File: src/rtl/bmsf_pkg.sv
// Types and constants shared by the brace message slot framer.
`timescale 1ns / 1ps
package bmsf_pkg;

	localparam logic [1:0] KIND_RX      = 2'd0;
	localparam logic [1:0] KIND_RELEASE = 2'd1;
	localparam logic [1:0] KIND_READ    = 2'd2;

	localparam logic [7:0] OPEN_BRACE  = 8'h7B;
	localparam logic [7:0] CLOSE_BRACE = 8'h7D;
	localparam logic [7:0] CHAR_F      = 8'h46;
	localparam logic [7:0] CHAR_L      = 8'h4C;
	localparam logic [7:0] CHAR_C      = 8'h43;
	localparam logic [7:0] CHAR_D      = 8'h44;

	localparam int QUEUE_DEPTH = 4;
	localparam int QUEUE_W     = $clog2(QUEUE_DEPTH);

	typedef struct packed {
		logic [1:0] kind;
		logic [7:0] rx_byte;
		logic [2:0] slot_sel;
		logic [5:0] byte_offset;
	} item_t;

	typedef struct packed {
		logic       reply_valid;
		logic [7:0] reply_char;
		logic       message_done;
		logic [2:0] done_slot;
		logic [6:0] done_length;
		logic [7:0] read_data;
		logic       bypass_flag;
		logic       overflow;
		logic       pool_full;
		logic [3:0] ready_count;
	} result_t;

	typedef enum logic [1:0] {
		OP_RX,
		OP_RELEASE,
		OP_READ,
		OP_NONE
	} op_t;

	typedef struct packed {
		op_t        op;
		logic       is_open;
		logic       is_close;
		logic [7:0] rx_byte;
		logic [2:0] slot_sel;
		logic [5:0] byte_offset;
	} cls_item_t;

	typedef enum logic [1:0] {
		ST_LISTENING,
		ST_CAPTURING,
		ST_FULL
	} fsm_state_t;

endpackage

File: src/rtl/bmsf_queue.sv
// Short queue of classified transactions between front and back.
`timescale 1ns / 1ps
module bmsf_queue (
	input  logic                clk,
	input  logic                arst_n,
	input  logic                push,
	input  bmsf_pkg::cls_item_t push_data,
	input  logic                pop,
	output logic                full,
	output logic                q_valid,
	output bmsf_pkg::cls_item_t head
);
	import bmsf_pkg::*;

	cls_item_t            arr_q [QUEUE_DEPTH];
	logic [QUEUE_W-1:0]   wr_ptr_q;
	logic [QUEUE_W-1:0]   rd_ptr_q;
	logic [QUEUE_W:0]     count_q;

	assign full    = (count_q == (QUEUE_W+1)'(QUEUE_DEPTH));
	assign q_valid = (count_q != '0);
	assign head    = arr_q[rd_ptr_q];

	always_ff @(posedge clk or negedge arst_n) begin
		if (!arst_n) begin
			wr_ptr_q <= '0;
			rd_ptr_q <= '0;
			count_q  <= '0;
		end else begin
			if (push) begin
				wr_ptr_q <= wr_ptr_q + 1'b1;
			end
			if (pop) begin
				rd_ptr_q <= rd_ptr_q + 1'b1;
			end
			if (push && !pop) begin
				count_q <= count_q + 1'b1;
			end else if (pop && !push) begin
				count_q <= count_q - 1'b1;
			end
		end
	end

	always_ff @(posedge clk) begin
		if (push) begin
			arr_q[wr_ptr_q] <= push_data;
		end
	end

`ifndef SYNTHESIS
	a_count_bound: assert property (@(posedge clk) disable iff (!arst_n)
		count_q <= (QUEUE_W+1)'(QUEUE_DEPTH))
		else $error("queue count beyond depth");
	a_no_push_full: assert property (@(posedge clk) disable iff (!arst_n)
		!(push && full))
		else $error("push into full queue");
	a_no_pop_empty: assert property (@(posedge clk) disable iff (!arst_n)
		(pop && !push) |=> count_q == $past(count_q) - 1'b1)
		else $error("queue count lost on pop");
`endif

endmodule

File: config.mk
export PLATFORM = sky130hd
export DESIGN_NAME = bmsf_queue
export DESIGN_NICKNAME = d
export VERILOG_FILES = /design/src/rtl/bmsf_pkg.sv /design/src/rtl/bmsf_queue.sv
export SDC_FILE = /design/constraint.sdc
export NUM_CORES = 1
export LEC_CHECK = 0
export BUFFER_PORTS_ARGS = -buffer_cell sky130_fd_sc_hd__clkbuf_2
export CAP_MARGIN = 15
export CORE_MARGIN = 2
export CORE_UTILIZATION = 51
export DETAILED_ROUTE_END_ITERATION = 10
export HOLD_SLACK_MARGIN = 0.12
export PLACE_DENSITY = 0.75
export SYNTH_ARGS = -nofsm -noshare
export SYNTH_HDL_FRONTEND = slang
export SYNTH_SLANG_ARGS = --single-unit
File: constraint.sdc
create_clock -name clk -period 1.8 [get_ports clk]
set_clock_uncertainty 0.1 [all_clocks]
set_input_delay 0 -clock clk [delete_from_list [all_inputs] [get_ports clk]]
set_output_delay 0 -clock clk [all_outputs]
set_load 0.005 [all_outputs]
# == Word level (Yosys, flattened, before mapping) ==
# Memory sizes are Yosys's and may differ from the RTL's.
# Cells that the tools add are included.
# op_classes
muxes,4
n_addsub,4
reduce_logical,6
eq_ne,1
# op_table
cell,n
$mux 3,2
$add 2x1->2 const B,2
$add 3x1->3 const B,1
$eq 3x3->1 const B,1
$reduce_bool 3->1,1
$sub 3x1->3 const B,1
$logic_and 1x1->1,2
$logic_not 1->1,2
$mux 1,2
$reduce_bool 2->1,1
# word_totals
reg_bits,7
input_bits,25
wordCells,19
mem_bits_rw,84
n_memories,1
out_inout_bits,23
# mem_list
name,depth,word_bits,read_ports,rd_clocked_by_memory_dff,write_ports,line,text
arr_q,4,21,1,0,1,bmsf_queue.sv:15,cls_item_t arr_q [QUEUE_DEPTH];

# == Longest topological paths before layout ==
# logic_depth
ltp_word,4
depth_mapped,7
ltp_nobuf,7

# == Worst setup path before layout ==
# No wires, ideal clock.
# synth_timing
kind,flip-flop to flip-flop
startpoint,reg wr_ptr_q[0]
endpoint,mem arr_q[0][0] in the netlist's numbering (enable)
path_buffers,0
arrival_time_ns,1.164
path_stages_with_launch,4
synth_period_minus_slack_ns,1.643
setup_slack_ns,0.157
setup_time_ns,0.379
t_required_ns,1.321
path_cell_list,dfrtp_1 inv_1 ha_1 and2_1
# synth_lines
element,line,text
start: declaration,bmsf_queue.sv:16,logic [QUEUE_W-1:0] wr_ptr_q;
start signal: assignment,bmsf_queue.sv:31,wr_ptr_q <= wr_ptr_q + 1'b1;
end: declaration,bmsf_queue.sv:15,
# No word-level cell before the write port.

==> out/results.ini <==
[power_and_ir_drop]
ir_drop_mv = 0.716
power_density_nw_per_um2 = 1410
p_leak_nw = 1.54

[logic_synthesis]
netlist.area_leader.share = 0.729
synth_cell_types = 19
ys_ff_latch = 91
syn_inst = 144
synth_area_um2 = 3460
yosys_warnings = 0
synth_area_leaders = edfxtp_1 73%, mux4_2 12%, dfrtp_1 5.1%, mux4_1 2.3%, ha_1 1.8%
yosys.area.top_type = edfxtp_1
syn_nets = 175
synth_area_per_cell_um2 = 24.0
yosysSeqAreaShare = 0.780

[die]
row_count = 30
die_y_um = 86.4
die_area_um2 = 7460
io_pins = 48
design.core.area_um2 = 6680
dieWidth_um = 86.4
start_util = 0.518

[cts]
clkSlewWorstSetupHoldPaths_ns = 0.09
cts_buffers = 9
h-tree-depth = 3
cts_sinks = 91
cts_tree = built
worstSkewPairLatency_ns = 0.34
cts_buffer_depth = 2
clk_root_buffer_cell = clkbuf_8

[sta]
maxSlewHeadroom = 0.778
worstMarginPinSlew_ns = 0.332
report.final.slew_viol_count = 0
setup_viol = 0
worst_hold_slack_ns = 0.312
timing.final.crit_period_ns = 1.75
period_share = 0.972
hold_violations = 0
rsz0062_at_grt = false
fmax_ghz = 0.571
fin_tns_setup_ns = 0

[grt]
grt.total_usage = 0.164
grt_pass1_wl_um = 8890
grt_max_degree = 24
grt-ovfl-total = 0
grt_pass1_vias = 1776
antenna_found_initial = 0

[setup_path]
cpMaxStageDelayCell = mux4_1
cp-end-kind = primary output
cp.depth = 3
cp.required_ns = 1.70
critPathArrivalTime_ns = 1.65
setup.worst_path.class = reg -> out
critPathMaxStageDelay_ns = 0.56
reg2reg_depth = 4
crit_path_start_kind = flip-flop
crit_path_max_fanout = 12
reg2reg_to = arr_q[0][0]
reg2reg_slack_ns = 0.28
reg2reg_from = wr_ptr_q[0]
critPathBufInv = 2
critical_path.startpoint = rd_ptr_q[0]
crit_chain = buf_12 -> mux4_1 -> clkbuf_2
crit_family = multiplexers

[drt]
via_per_inst = 5.29
ant_nets = 0
wire_per_inst_um = 18.3
vias = 1667
drc = 0
wl_um = 5770
dr.first_iter.drc_count = 102
first_pass_iters = 4

[place]
place_area_um2 = 3830
dp_hpwl_um = 3730
io_buffers = 47
place.gp.congestion = 0.705

[layout]
antennaDiodeCount = 0
fin_util = 0.637
final_nets = 262
final_area_um2 = 4260
drive_gt1_frac = 0.383
ff_latch_area_um2 = 2700
fill_cells = 455
syn2layout_area_growth_pct = 23.1
multi_input_area_um2 = 678

[hold_path]
hold_path.class = in -> reg
hp-start = push_data[3]
hold-path-cell-count = 2
min_to = arr_q[3][3]

[status]
status = finished, final reports clean

[flow_run]
cap_violations = 0

[synthesized netlist by cell type]
master and instances:
edfxtp_1 84, mux4_2 18, dfrtp_1 7, ha_1 5
and2_1 4, inv_1 4, xor2_1 4, mux4_1 3
buf_12 2, buf_2 2, nand2_1 2, xnor2_1 2
buf_6 1, fa_1 1, mux2_2 1, nor2_1 1
nor3b_1 1, o21ai_0 1, or3_1 1
[worst register-to-register path, cell delays in order, from the launching register on]
cell and delay, ns:
dfrtp_1 0.44, inv_1 0.11, ha_1 0.17, and2_1 0.16, buf_4 0.23
[cells by family after synthesis]
logic type               after synthesis  synth area share
buffers and inverters                  9            0.0221
AO/OA/AOI/OAI                          1           0.00145
flip-flops                            91             0.780
AND/OR/NAND/NOR                        9            0.0145
XOR/XNOR                               6            0.0152
multiplexers                          22             0.143
adder cells (fa/ha/maj)                6            0.0239
[registers in the layout (all words and copies together), names as in the netlist]
register and count:
arr_q 84, count_q 3, wr_ptr_q 2, rd_ptr_q 2
[per-stage QoR]
step,setup slack [ns],power [mW],std cells
global placement,0.359,4.74,274
finish,0.0498,6.00,315
global route,0.00989,6.34,315
CTS,0.000806,6.00,314
floorplan,0.157,4.16,144
detailed placement,0.291,4.85,274
[per-layer routing]
metal / GRT usage / up-vias / wire length (µm)
met2: 0.280 / 45 / 3000
li1: - / 761 / -
met3: 0.0333 / 6 / 196
met1: 0.208 / 855 / 2500
met4: 0.0639 / 0 / 78
met5: 0 / - / 0
[cell usage in the layout, fill, tap and decap left out]
| master | instances |
|---|---|
| and2_1 | 4 |
| buf_12 | 3 |
| buf_4 | 5 |
| clkbuf_16 | 1 |
| clkbuf_2 | 47 |
| clkbuf_8 | 9 |
| clkinv_1 | 3 |
| clkinvlp_4 | 3 |
| dfrtp_1 | 6 |
| dfrtp_2 | 1 |
| dlygate4sd3_1 | 25 |
| edfxtp_1 | 84 |
| fa_1 | 1 |
| ha_1 | 5 |
| inv_1 | 4 |
| mux2_2 | 1 |
| mux4_1 | 1 |
| mux4_2 | 20 |
| nand2_1 | 2 |
| nor2_1 | 1 |
| nor3b_1 | 1 |
| o21ai_0 | 1 |
| or3_1 | 1 |
| xnor2_1 | 2 |
| xor2_1 | 4 |
[power breakdown]
group,internal (mW),total (mW),switching [mW]
clock network,0.479,1.13,0.650
registers,2.78,2.95,0.167
logic,1.05,1.92,0.878
[cell type report]
cell class | instances | area share
flip-flops and latches | 91 | 0.634
well taps | 80 | 0.0235
inverters | 4 | 0.00353
multi-input cells | 44 | 0.159
clock inverters | 6 | 0.00793
repair buffers | 81 | 0.143
clock buffers | 9 | 0.0291
[worst max-delay path by stage]
| stage | endpoint | slack [ns] |
|---|---|---|
| final | head[17] | 0.05 |
| after global routing | head[17] | 0.01 |
| after CTS | head[7] | 0.0008 |
| after global placement | arr_q[1][12] | 0.36 |
| after detailed placement | count_q[2] | 0.29 |
| after floorplan | arr_q[0][0] | 0.16 |
[timing repair]
action | CTS | global route
setup buffers | 0 | 0
gates cloned | 0 | 1
gates resized for setup | 1 | 2
setup endpoints to repair | 1 | 4
hold buffers | 25 | 0
endpoints found under the hold margin | 97 | 0
Power figures use the tool's default switching activity.
