[config.mk]
export PLATFORM = sky130hd
export DESIGN_NAME = bmsf_front
export DESIGN_NICKNAME = d
export VERILOG_FILES = /design/src/rtl/bmsf_pkg.sv /design/src/rtl/bmsf_front.sv
export SDC_FILE = /design/constraint.sdc
export NUM_CORES = 1
export LEC_CHECK = 0
export CORE_MARGIN = 1.5
export CORE_UTILIZATION = 27
export DETAILED_ROUTE_END_ITERATION = 6
export DONT_BUFFER_PORTS = 1
export PLACE_DENSITY = 0.48
export SYNTH_ARGS = -nofsm -noshare
export SYNTH_HDL_FRONTEND = slang
export SYNTH_SLANG_ARGS = --single-unit
[constraint.sdc]
create_clock -name clk -period 2.2 [get_ports clk]
set_input_delay 0.33 -clock clk [delete_from_list [all_inputs] [get_ports clk]]
set_output_delay 0.33 -clock clk [all_outputs]
set_load 0.05 [all_outputs]
[src/rtl/bmsf_pkg.sv]
// Types and constants shared by the brace message slot framer.
`timescale 1ns / 1ps
package bmsf_pkg;

	localparam logic [1:0] KIND_RX      = 2'd0;
	localparam logic [1:0] KIND_RELEASE = 2'd1;
	localparam logic [1:0] KIND_READ    = 2'd2;

	localparam logic [7:0] OPEN_BRACE  = 8'h7B;
	localparam logic [7:0] CLOSE_BRACE = 8'h7D;
	localparam logic [7:0] CHAR_F      = 8'h46;
	localparam logic [7:0] CHAR_L      = 8'h4C;
	localparam logic [7:0] CHAR_C      = 8'h43;
	localparam logic [7:0] CHAR_D      = 8'h44;

	localparam int QUEUE_DEPTH = 4;
	localparam int QUEUE_W     = $clog2(QUEUE_DEPTH);

	typedef struct packed {
		logic [1:0] kind;
		logic [7:0] rx_byte;
		logic [2:0] slot_sel;
		logic [5:0] byte_offset;
	} item_t;

	typedef struct packed {
		logic       reply_valid;
		logic [7:0] reply_char;
		logic       message_done;
		logic [2:0] done_slot;
		logic [6:0] done_length;
		logic [7:0] read_data;
		logic       bypass_flag;
		logic       overflow;
		logic       pool_full;
		logic [3:0] ready_count;
	} result_t;

	typedef enum logic [1:0] {
		OP_RX,
		OP_RELEASE,
		OP_READ,
		OP_NONE
	} op_t;

	typedef struct packed {
		op_t        op;
		logic       is_open;
		logic       is_close;
		logic [7:0] rx_byte;
		logic [2:0] slot_sel;
		logic [5:0] byte_offset;
	} cls_item_t;

	typedef enum logic [1:0] {
		ST_LISTENING,
		ST_CAPTURING,
		ST_FULL
	} fsm_state_t;

endpackage

[src/rtl/bmsf_front.sv]
// Front stage: takes transactions in and classifies them for the queue.
`timescale 1ns / 1ps
module bmsf_front (
	input  logic               clk,
	input  logic               arst_n,
	input  logic               item_valid,
	output logic               item_stall,
	input  bmsf_pkg::item_t    item,
	input  logic               q_full,
	output logic               push,
	output bmsf_pkg::cls_item_t cls
);
	import bmsf_pkg::*;

	logic      valid_s1;
	cls_item_t cls_s1;
	cls_item_t cls_d;
	logic      accept;

	assign item_stall = valid_s1 && q_full;
	assign accept     = item_valid && !item_stall;
	assign push       = valid_s1 && !q_full;
	assign cls        = cls_s1;

	always_comb begin
		cls_d.rx_byte     = item.rx_byte;
		cls_d.slot_sel    = item.slot_sel;
		cls_d.byte_offset = item.byte_offset;
		cls_d.is_open     = (item.rx_byte == OPEN_BRACE);
		cls_d.is_close    = (item.rx_byte == CLOSE_BRACE);
		case (item.kind)
			KIND_RX:      cls_d.op = OP_RX;
			KIND_RELEASE: cls_d.op = OP_RELEASE;
			KIND_READ:    cls_d.op = OP_READ;
			default:      cls_d.op = OP_NONE;
		endcase
	end

	always_ff @(posedge clk or negedge arst_n) begin
		if (!arst_n) begin
			valid_s1 <= 1'b0;
		end else if (accept) begin
			valid_s1 <= 1'b1;
		end else if (push) begin
			valid_s1 <= 1'b0;
		end
	end

	always_ff @(posedge clk) begin
		if (accept) begin
			cls_s1 <= cls_d;
		end
	end

endmodule

* Word-level counts from Yosys, hierarchy flattened
Cells that the tools add are included.
** Cells by class
- Muxes and demuxes :: 3
- Reduce and logical (&&, ||, !) cells :: 7
- Eq/ne operators :: 4
** Operators with widths (number)
- $eq 8x7->1 const B :: 2
- $pmux 2 s3 :: 1
- $logic_and 1x1->1 :: 3
- $eq 2x1->1 const B :: 1
- $eq 2x2->1 const B :: 1
- $logic_not 1->1 :: 2
- $logic_not 2->1 :: 1
- $mux 1 :: 2
- $reduce_bool 2->1 :: 1
** Storage, ports and cells
- Output and inout port bits :: 23
- Logic and storage cells :: 21
- Flip-flop bits (word level) :: 22
- Input port bits :: 23

* Longest topological paths before layout
Gate-level depths: netlist (run 1).
- Word-level depth :: 4
- Depth in mapped cells :: 2
- Depth with buffers taken out :: 2

* Worst setup path before layout (run 1)
Ideal clock, no wire load.
- Path kind :: register to register
- Start point :: register valid_s1
- End point :: register cls_s1 (netlist bit cls[0]) (enable)
- Clock period less this slack :: 2.110 ns
- Setup time :: 0.401 ns
- Cell stages (with the launch flop) :: 3
- Buffers on the path :: 0
- Arrival time :: 1.709 ns
- Slack :: 0.090 ns
- Data required time :: 1.799 ns
- Cell sequence :: dfrtp_1 and2_1 nor2b_1
** On the way
- Longest elaborated chain between the ends :: 3
** Ends and longest elaborated chain
- start, declared :: RTL line bmsf_front.sv:15 : logic valid_s1;
- start signal, assigned :: RTL line bmsf_front.sv:41 : valid_s1 <= 1'b0;
- start signal, assigned :: RTL line bmsf_front.sv:43 : valid_s1 <= 1'b1;
- start signal, assigned :: RTL line bmsf_front.sv:45 : valid_s1 <= 1'b0;
- $logic_and 1x1->1 :: RTL line bmsf_front.sv:20 : assign item_stall = valid_s1 && q_full;
- named net item_stall :: RTL line bmsf_front.sv:7 : output logic item_stall,
- $logic_not 1->1 :: RTL line bmsf_front.sv:21 : assign accept = item_valid && !item_stall;
- $logic_and 1x1->1 :: RTL line bmsf_front.sv:21
- named net accept :: RTL line bmsf_front.sv:18 : logic accept;
- end signal, assigned :: RTL line bmsf_front.sv:51 : cls_s1 <= cls_d;
- end, declared :: RTL line bmsf_front.sv:16 : cls_item_t cls_s1;
The timed path passes the listed nets, and every way through them passes these cells.
A chain may end at the register's enable or synchronous reset.

* Worst setup path in the final report (run 1)
- Start point :: register valid_s1
- End point :: register cls_s1 (netlist bit cls[20]) (enable)
Same word-level chain as after synthesis.

==> flow_summary_export.csv, run 1 <==
group,metric,value,unit
critical_path,worst-setup-path-type,"reg -> reg",
synth,synthTopCellsByArea,"edfxtp_1, dfrtp_1, nor4b_2",
route,drt_first_iter_violations,1,
timing,fin_skew,0.00502,ns
synth,yosys_most_used_dff,"edfxtp_1",
final_layout,fillers,229,
final_layout,layout-drive-gt1-share,21.1,%
global_route,grt_pass1_wl,1760,µm
cts,cts_buffers,3,
final_layout,fin_nets,62,
route,avgRoutedWirePerCell,18.8,µm
synth,synth.top_cell.area_share,86.9,%
cts,clock-sinks,22,
synth,synth_edf_count,21,
timing,post-route-period-util,67.4,%
die,core,0.00250,mm²
synth,yosys_warnings,0,
timing,setup_viol,0,
timing,min_period,1.48,ns
pwr,p_per_area,1070,mW/mm²
synth,synth.most_common_cell,"edfxtp_1",
cts,cts-root-buf,"clkbuf_4",
final_layout,final_util,33.4,%
cts,cts.repair.resized,0,
placement,hpwlAfterDp,976,µm
die,die_width,54.8,µm
synth,synth-seq-area-share,90.3,%
synth,syn_nets,56,
timing,slew_violations,0,
die,die_height,54.8,µm
synth,netlist_area,726,µm²
die,fp.dieArea,0.00301,mm²
final_layout,area_growth,15.2,%
synth,avgSynthCellArea,22.0,µm²
timing,rsz0062_at_grt,"no",
global_route,grt_max_degree,22,
timing,relSlewSlack,61.9,%
synth,ys_types,11,
synth,synth-seq-cells,22,
synth,netlist_instances,33,
critical_path,cp-start-kind,"flop",
die,initial_core_util,29.0,%
placement,globalplace.congestion,0.727,
worst_hold_path,hold_path_class,"in -> reg",
cts,h-tree-depth,1,
synth,synth-async-reset-ratio,4.55,%
pwr,p_leak,0.000274,µW
die,rows,18,
outcome,outcome,"finished clean",
synth,synth_area_leader_cell,"edfxtp_1",
die,pin_count,46,
synth,synth_common_cells,"edfxtp_1, clkbuf_1, nor2b_1",
route,detail-route-antenna-nets,0,
final_layout,antennaDiodeCount,0,
cts,clockBufferDepth,2,
timing,worstMarginPinSlew,0.572,ns
route,dr.pass1.iters,3,
cts,cts_setup_buffers,0,
placement,io_buffers,0,
global_route,antenna_found_initial,0,
pwr,ir_worst_vdd,426,µV
flow_run,cap_violations,0,
timing,clock.fmax,0.675,GHz
timing,tns,0,ns
route,vias,321,
global_route,grt_pass1_vias,353,
global_route,track_usage,9.23,%
cts,cts.clk_slew.worst_paths,0.12,ns
critical_path,required,2.19,ns
critical_path,crit_arrival,1.47,ns
route,route.detailed.drc,0,
critical_path,critPathCaptureType,"flop",
global_route,grt-ovfl-total,0,
cts,cts_tree,"yes",
timing,hold_viol_final,0,
cts,insertion_delay,0.29,ns
critical_path,worstPathMaxFanout,21,
route,vias_per_cell,4.72,
route,wl,1280,µm
-- per-layer routing --
metal	global-route usage (%)	vias up	share of wire [%]
met4	6.25	0	0.94
met5	0	-	0
met3	6.56	2	21
met1	7.83	147	32
met2	15.1	38	46
li1	-	134	-
-- timing repair --
action                                 in CTS  in global routing
setup endpoints to repair                   0                  0
endpoints found under the hold margin       1                  0
hold buffers                                1                  0
-- through the flow --
step           total power [µW]  setup slack (ns)  hold WS, ns  instance area, µm²  instances
6_report                    894             0.718        0.119                 836         68
5_1_grt                     926             0.624       0.0886                 836         68
4_1_cts                     911             0.704        0.104                 836         68
3_5_place_dp                605             0.732       0.0344                 773         63
3_3_place_gp                604             0.766       0.0344                 773         63
2_1_floorplan               596            0.0901       0.0344                 726         33
-- final cells by class --
| class | instances | area (µm²) | share of cell area (%) |
|---|---|---|---|
| Tap cell | 30 | 37.5 | 4.49 |
| Sequential cell | 22 | 656 | 78.4 |
| Inverter | 1 | 3.75 | 0.449 |
| Multi-Input combinational cell | 8 | 61.3 | 7.34 |
| Timing Repair Buffer | 3 | 25.0 | 2.99 |
| Clock buffer | 3 | 22.5 | 2.69 |
| Clock inverter | 1 | 30.0 | 3.59 |
-- layout by cell type (no fill, tap or decap) --
cell type,count
inv_1,1
or2_1,1
clkbuf_4,3
nand4_1,1
buf_4,2
bufinv_16,1
nor4_1,1
edfxtp_1,21
nor2b_1,1
and2_1,1
nand2b_1,1
dfrtp_1,1
dlygate4sd3_1,1
nor4b_2,1
nor2b_2,1
-- sequential cells by signal, summed over array words and instances, names as in the netlist --
name / count
valid_s1: 1
cls: 21
-- report_power, final --
part           leakage (µW)  switching, µW  total [µW]  internal, µW
Combinational     0.0000345           22.4        30.7          8.34
Sequential         0.000212           79.2         566           487
Clock             0.0000279            113         297           184
-- critical path: stages (launching register included) --
cell and delay [ns]:
dfrtp_1 0.39, and2_1 0.33, nor2b_2 0.17, buf_4 0.28
-- worst paths after layout --
path	startpoint	to	slack, ns	cells after the start
max	valid_s1	cls[20]	0.72	3
min	item[14]	cls[14]	0.12	0
max reg2reg	valid_s1	cls[20]	0.72	3
min reg2reg	valid_s1	valid_s1	1.04	2
max in group asynchronous	arst_n	valid_s1	1.88	1
min in group asynchronous	arst_n	valid_s1	0.22	1
-- logic make-up after synthesis --
| kind of cell | Yosys count | share of synthesized area, % |
|---|---|---|
| buf+inv | 3 | 1.55 |
| flops | 22 | 90.3 |
| simple gates | 8 | 8.11 |
Power figures use the tool's default switching activity.
==> run 2: changes to the inputs <==
--- a/config.mk
+++ b/config.mk
@@ -9,7 +9,7 @@
 export CORE_UTILIZATION = 27
 export DETAILED_ROUTE_END_ITERATION = 6
 export DONT_BUFFER_PORTS = 1
-export PLACE_DENSITY = 0.48
+export PLACE_DENSITY = 0.5
 export SYNTH_ARGS = -nofsm -noshare
 export SYNTH_HDL_FRONTEND = slang
 export SYNTH_SLANG_ARGS = --single-unit
==> constraint.sdc (replaced) <==
create_clock -name clk -period 1.22 [get_ports clk]
set_input_delay 0.183 -clock clk [delete_from_list [all_inputs] [get_ports clk]]
set_output_delay 0.183 -clock clk [all_outputs]
set_load 0.05 [all_outputs]
==> flow_summary_export.csv, run 2 (same netlist as run 1, synthesis figures left out) <==
group,metric,value,unit
outcome,outcome,"finished clean",
timing,relSlewSlack,67.1,%
final_layout,layout-drive-gt1-share,18.6,%
critical_path,cp-start-kind,"flop",
final_layout,mostFrequentLayoutCells,"edfxtp_1, dlygate4sd3_1, clkbuf_4",
critical_path,worstPathMaxFanout,2,
timing,slew_violations,0,
cts,cts-root-buf,"clkbuf_4",
final_layout,largest_reg_flops,21,
cts,cts_tree,"yes",
pwr,p_per_area,1440,mW/mm²
die,pin_count,46,
pwr,p_leak,0.000370,µW
cts,insertion_delay,0.29,ns
timing,rsz0062_at_grt,"no",
final_layout,fin_nets,83,
global_route,grt-ovfl-total,0,
pwr,total_power,1530,µW
critical_path,cpPeakStageDelay,0.39,ns
route,dr.pass1.iters,1,
route,vias_per_cell,4.35,
die,core,0.00250,mm²
critical_path,cp_num_buf_inv,1,
die,rows,18,
placement,io_buffers,0,
global_route,grt_max_degree,22,
placement,hpwlAfterDp,986,µm
die,die_height,54.8,µm
timing,tns,0,ns
final_layout,area_growth,45.7,%
cts,cts.clk_slew.worst_paths,0.11,ns
timing,fin_skew,0.00247,ns
placement,globalplace.congestion,0.675,
critical_path,crit_arrival,0.98,ns
flow_run,cap_violations,0,
pwr,ir_worst_vdd,662,µV
route,detail-route-antenna-nets,0,
cts,h-tree-depth,1,
cts,clock-sinks,22,
critical_path,critical_path.slowest_cell,"dfrtp_1",
die,fp.dieArea,0.00301,mm²
timing,worstMarginPinSlew,0.495,ns
critical_path,worst-setup-path-type,"reg -> out",
final_layout,final_util,42.3,%
route,avgRoutedWirePerCell,16.0,µm
route,drt_first_iter_violations,0,
placement,postPlaceCellArea,801,µm²
timing,post-route-period-util,95.3,%
critical_path,critPathCaptureType,"primary output",
cts,cts_buffers,3,
global_route,grt_pass1_wl,1860,µm
timing,hold_viol_final,0,
timing,clock.fmax,0.860,GHz
die,die_width,54.8,µm
route,wl,1430,µm
global_route,antenna_found_initial,0,
final_layout,final_area,0.00106,mm²
critical_path,required,1.04,ns
cts,clockBufferDepth,2,
route,vias,387,
global_route,grt_pass1_vias,456,
worst_hold_path,hold_path_class,"in -> reg",
die,initial_core_util,29.0,%
route,route.detailed.drc,0,
critical_path,critPathTopFamily,"flip-flops",
critical_path,path_cells,"and2_4 > buf_6",
timing,min_period,1.16,ns
timing,setup_viol,0,
global_route,track_usage,9.68,%
final_layout,antennaDiodeCount,0,
-- run 2: changes by cell type in the layout (fill, tap and decap cells not counted) --
cell and delta:
buf_6 +2, bufinv_16 -1, buf_4 -2, buf_12 +1, and2_4 +1, dlygate4sd3_1 +20
clkbuf_8 +1, nor2b_1 -1, nor2b_4 +1, and2_1 -1
-- run 2: timing repair --
item / in CTS / in global routing
endpoints found under the hold margin: 21 / 0
setup buffers: 0 / 0
setup endpoints to repair: 0 / 2
gates resized for setup: 0 / 3
hold buffers: 21 / 0
-- run 2: where the power goes --
part / internal [µW] / total, µW / switching, µW
registers: 878 / 1020 / 144
logic: 73.2 / 127 / 53.5
clock network: 182 / 379 / 198
total: 1130 / 1530 / 395
-- run 2: cell type report --
type | count | area (µm²)
Clock buffer | 4 | 36.3
Tap cell | 30 | 37.5
Multi-Input combinational cell | 8 | 71.3
Timing Repair Buffer | 24 | 253
Fill cell | 242 | 1440
Inverter | 1 | 3.75
Sequential cell | 22 | 656
-- run 2: worst reg2reg max path: stages, from the launching register on --
cell and delay, ns:
dfrtp_1 0.39, and2_4 0.15, nor2b_4 0.13, buf_12 0.17
-- run 2: path summary, 6_finish.rpt --
path / startpoint / endpoint / slack [ns] / depth (start not counted)
max in group asynchronous: arst_n / valid_s1 / 1.04 / 1
worst min-delay path: item[11] / cls[18] / 0.07 / 1
worst min register to register: valid_s1 / valid_s1 / 0.81 / 3
worst max register to register: valid_s1 / cls[9] / 0.11 / 3
worst max-delay path: valid_s1 / item_stall / 0.06 / 2
min in group asynchronous: arst_n / valid_s1 / 0.08 / 1
-- run 2: stage by stage --
| stage | cells | hold slack (ns) | setup WS (ns) |
|---|---|---|---|
| 6_report | 89 | 0.0666 | 0.0576 |
| 5_1_grt | 89 | 0.0412 | 0.0143 |
| 4_1_cts | 89 | 0.0492 | 0.00170 |
| 3_5_place_dp | 64 | -0.113 | 0.121 |
| 3_3_place_gp | 64 | -0.113 | 0.138 |
| 2_1_floorplan | 33 | -0.113 | -0.0825 |
-- run 2: routing by layer --
metal  up-vias  routed length (µm)  track usage (%)
li1        178                   -                -
met1       172                 464             7.22
met2        37                 711             17.9
met3         0                 248             6.56
met4         0                   0             5.00
met5         -                   0                0
==> run 3: changes to the inputs <==
--- a/config.mk
+++ b/config.mk
@@ -9,6 +9,8 @@
 export CORE_UTILIZATION = 27
 export DETAILED_ROUTE_END_ITERATION = 6
 export DONT_BUFFER_PORTS = 1
+export GPL_ROUTABILITY_DRIVEN = 0
+export GPL_TIMING_DRIVEN = 0
 export PLACE_DENSITY = 0.5
 export SYNTH_ARGS = -nofsm -noshare
 export SYNTH_HDL_FRONTEND = slang
==> flow_summary_export.csv, run 3 (same netlist as run 1, synthesis figures left out) <==
group,metric,value,unit
outcome,outcome,"finished clean",
final_layout,antennaDiodeCount,0,
cts,cts_tree,"yes",
cts,clock-sinks,22,
critical_path,critPathTopFamily,"flip-flops",
route,wl,1420,µm
final_layout,final_util,42.4,%
final_layout,fin_nets,83,
timing,relSlewSlack,67.9,%
critical_path,critPathCaptureType,"primary output",
pwr,total_power,1540,µW
flow_run,cap_violations,0,
route,drt_first_iter_violations,0,
critical_path,cp-start-kind,"flop",
route,avgRoutedWirePerCell,15.9,µm
pwr,p_leak,0.000374,µW
route,dr.pass1.iters,1,
global_route,antenna_found_initial,0,
critical_path,cpPeakStageDelay,0.37,ns
die,fp.dieArea,0.00301,mm²
cts,cts.clk_slew.worst_paths,0.11,ns
timing,worstMarginPinSlew,0.483,ns
global_route,grt_pass1_wl,1930,µm
timing,setup_ws,0.0470,ns
worst_hold_path,hold_path_class,"in -> reg",
final_layout,final_common_cell,"edfxtp_1",
global_route,grt_max_degree,13,
timing,clock.fmax,0.853,GHz
placement,io_buffers,0,
route,vias_per_cell,4.38,
global_route,grt-ovfl-total,0,
cts,h-tree-depth,1,
cts,clockBufferDepth,2,
final_layout,area_growth,46.2,%
placement,pre_cts_ws,-0.207,ns
die,rows,18,
critical_path,worstPathMaxFanout,2,
timing,rsz0062_at_grt,"yes",
critical_path,path_cells,"nor2b_4",
timing,post-route-period-util,96.1,%
global_route,track_usage,10.0,%
placement,hpwlAfterDp,974,µm
die,die_height,54.8,µm
critical_path,cp_num_buf_inv,0,
critical_path,critical_path.slowest_cell,"dfrtp_1",
timing,setup_viol,0,
pwr,p_per_area,1450,mW/mm²
critical_path,worst-setup-path-type,"reg -> out",
final_layout,largest_reg_flops,21,
timing,slew_violations,0,
critical_path,required,1.04,ns
die,die_width,54.8,µm
pwr,ir_worst_vdd,612,µV
cts,insertion_delay,0.29,ns
die,pin_count,46,
timing,fin_skew,0.00169,ns
die,initial_core_util,29.0,%
route,route.detailed.drc,0,
timing,hold_viol_final,0,
final_layout,layout-drive-gt1-share,18.6,%
global_route,grt_pass1_vias,443,
timing,min_period,1.17,ns
die,core,0.00250,mm²
route,detail-route-antenna-nets,0,
cts,cts_buffers,3,
critical_path,crit_arrival,0.99,ns
final_layout,mostFrequentLayoutCells,"edfxtp_1, dlygate4sd3_1, nor2b_4, clkbuf_4",
route,vias,390,
cts,cts-root-buf,"clkbuf_4",
run 3: layout make-up:
type | instances | area, µm²
Sequential cell | 22 | 656
Inverter | 1 | 3.75
Timing Repair Buffer | 21 | 230
Buffer | 2 | 7.51
Multi-Input combinational cell | 9 | 90.1
Clock buffer | 4 | 36.3
Fill cell | 235 | 1440
Tap cell | 30 | 37.5
run 3: worst reg2reg max path: stages, from the launching register on:
cell,delay [ns]
dfrtp_1,0.40
and2_4,0.21
nor2b_4,0.14
buf_12,0.14
run 3: layer usage:
| layer | vias up | GRT usage, % | share of wire (%) |
|---|---|---|---|
| met1 | 175 | 9.70 | 35 |
| met4 | 0 | 5.00 | 0 |
| met2 | 37 | 16.3 | 47 |
| li1 | 178 | - | - |
| met5 | - | 0 | 0 |
| met3 | 0 | 6.56 | 18 |
run 3: report_power, final:
part,internal (µW),leakage [µW],switching [µW]
Combinational,75.2,0.000141,55.1
Sequential,878,0.000212,144
Clock,182,0.0000210,202
run 3: path summary, 6_finish.rpt:
| check | start | end | slack [ns] | depth (start not counted) |
|---|---|---|---|---|
| setup / recovery | valid_s1 | push | 0.05 | 1 |
| hold / removal | item[17] | cls[19] | 0.05 | 1 |
| setup reg to reg | valid_s1 | cls[13] | 0.06 | 3 |
| hold reg to reg | valid_s1 | valid_s1 | 0.80 | 2 |
| max in group asynchronous | arst_n | valid_s1 | 1.04 | 1 |
| min in group asynchronous | arst_n | valid_s1 | 0.08 | 1 |
run 3: metrics by stage:
step / cells / hold WS, ns / TNS [ns] / area (µm²)
5_1_grt: 89 / 0.0341 / -0.00861 / 1060
3_5_place_dp: 63 / -0.113 / -4.36 / 773
4_1_cts: 87 / -0.0245 / -0.0134 / 1030
2_1_floorplan: 33 / -0.113 / -1.73 / 736
3_3_place_gp: 63 / -0.113 / -3.52 / 773
6_report: 89 / 0.0477 / 0 / 1060
run 3: timing repair:
action	4_1_cts	5_1_grt
endpoints found under the setup margin	22	11
setup buffers	1	1
resized for setup	3	0
hold buffers	18	1
cloned	1	0
endpoints found under the hold margin	19	1
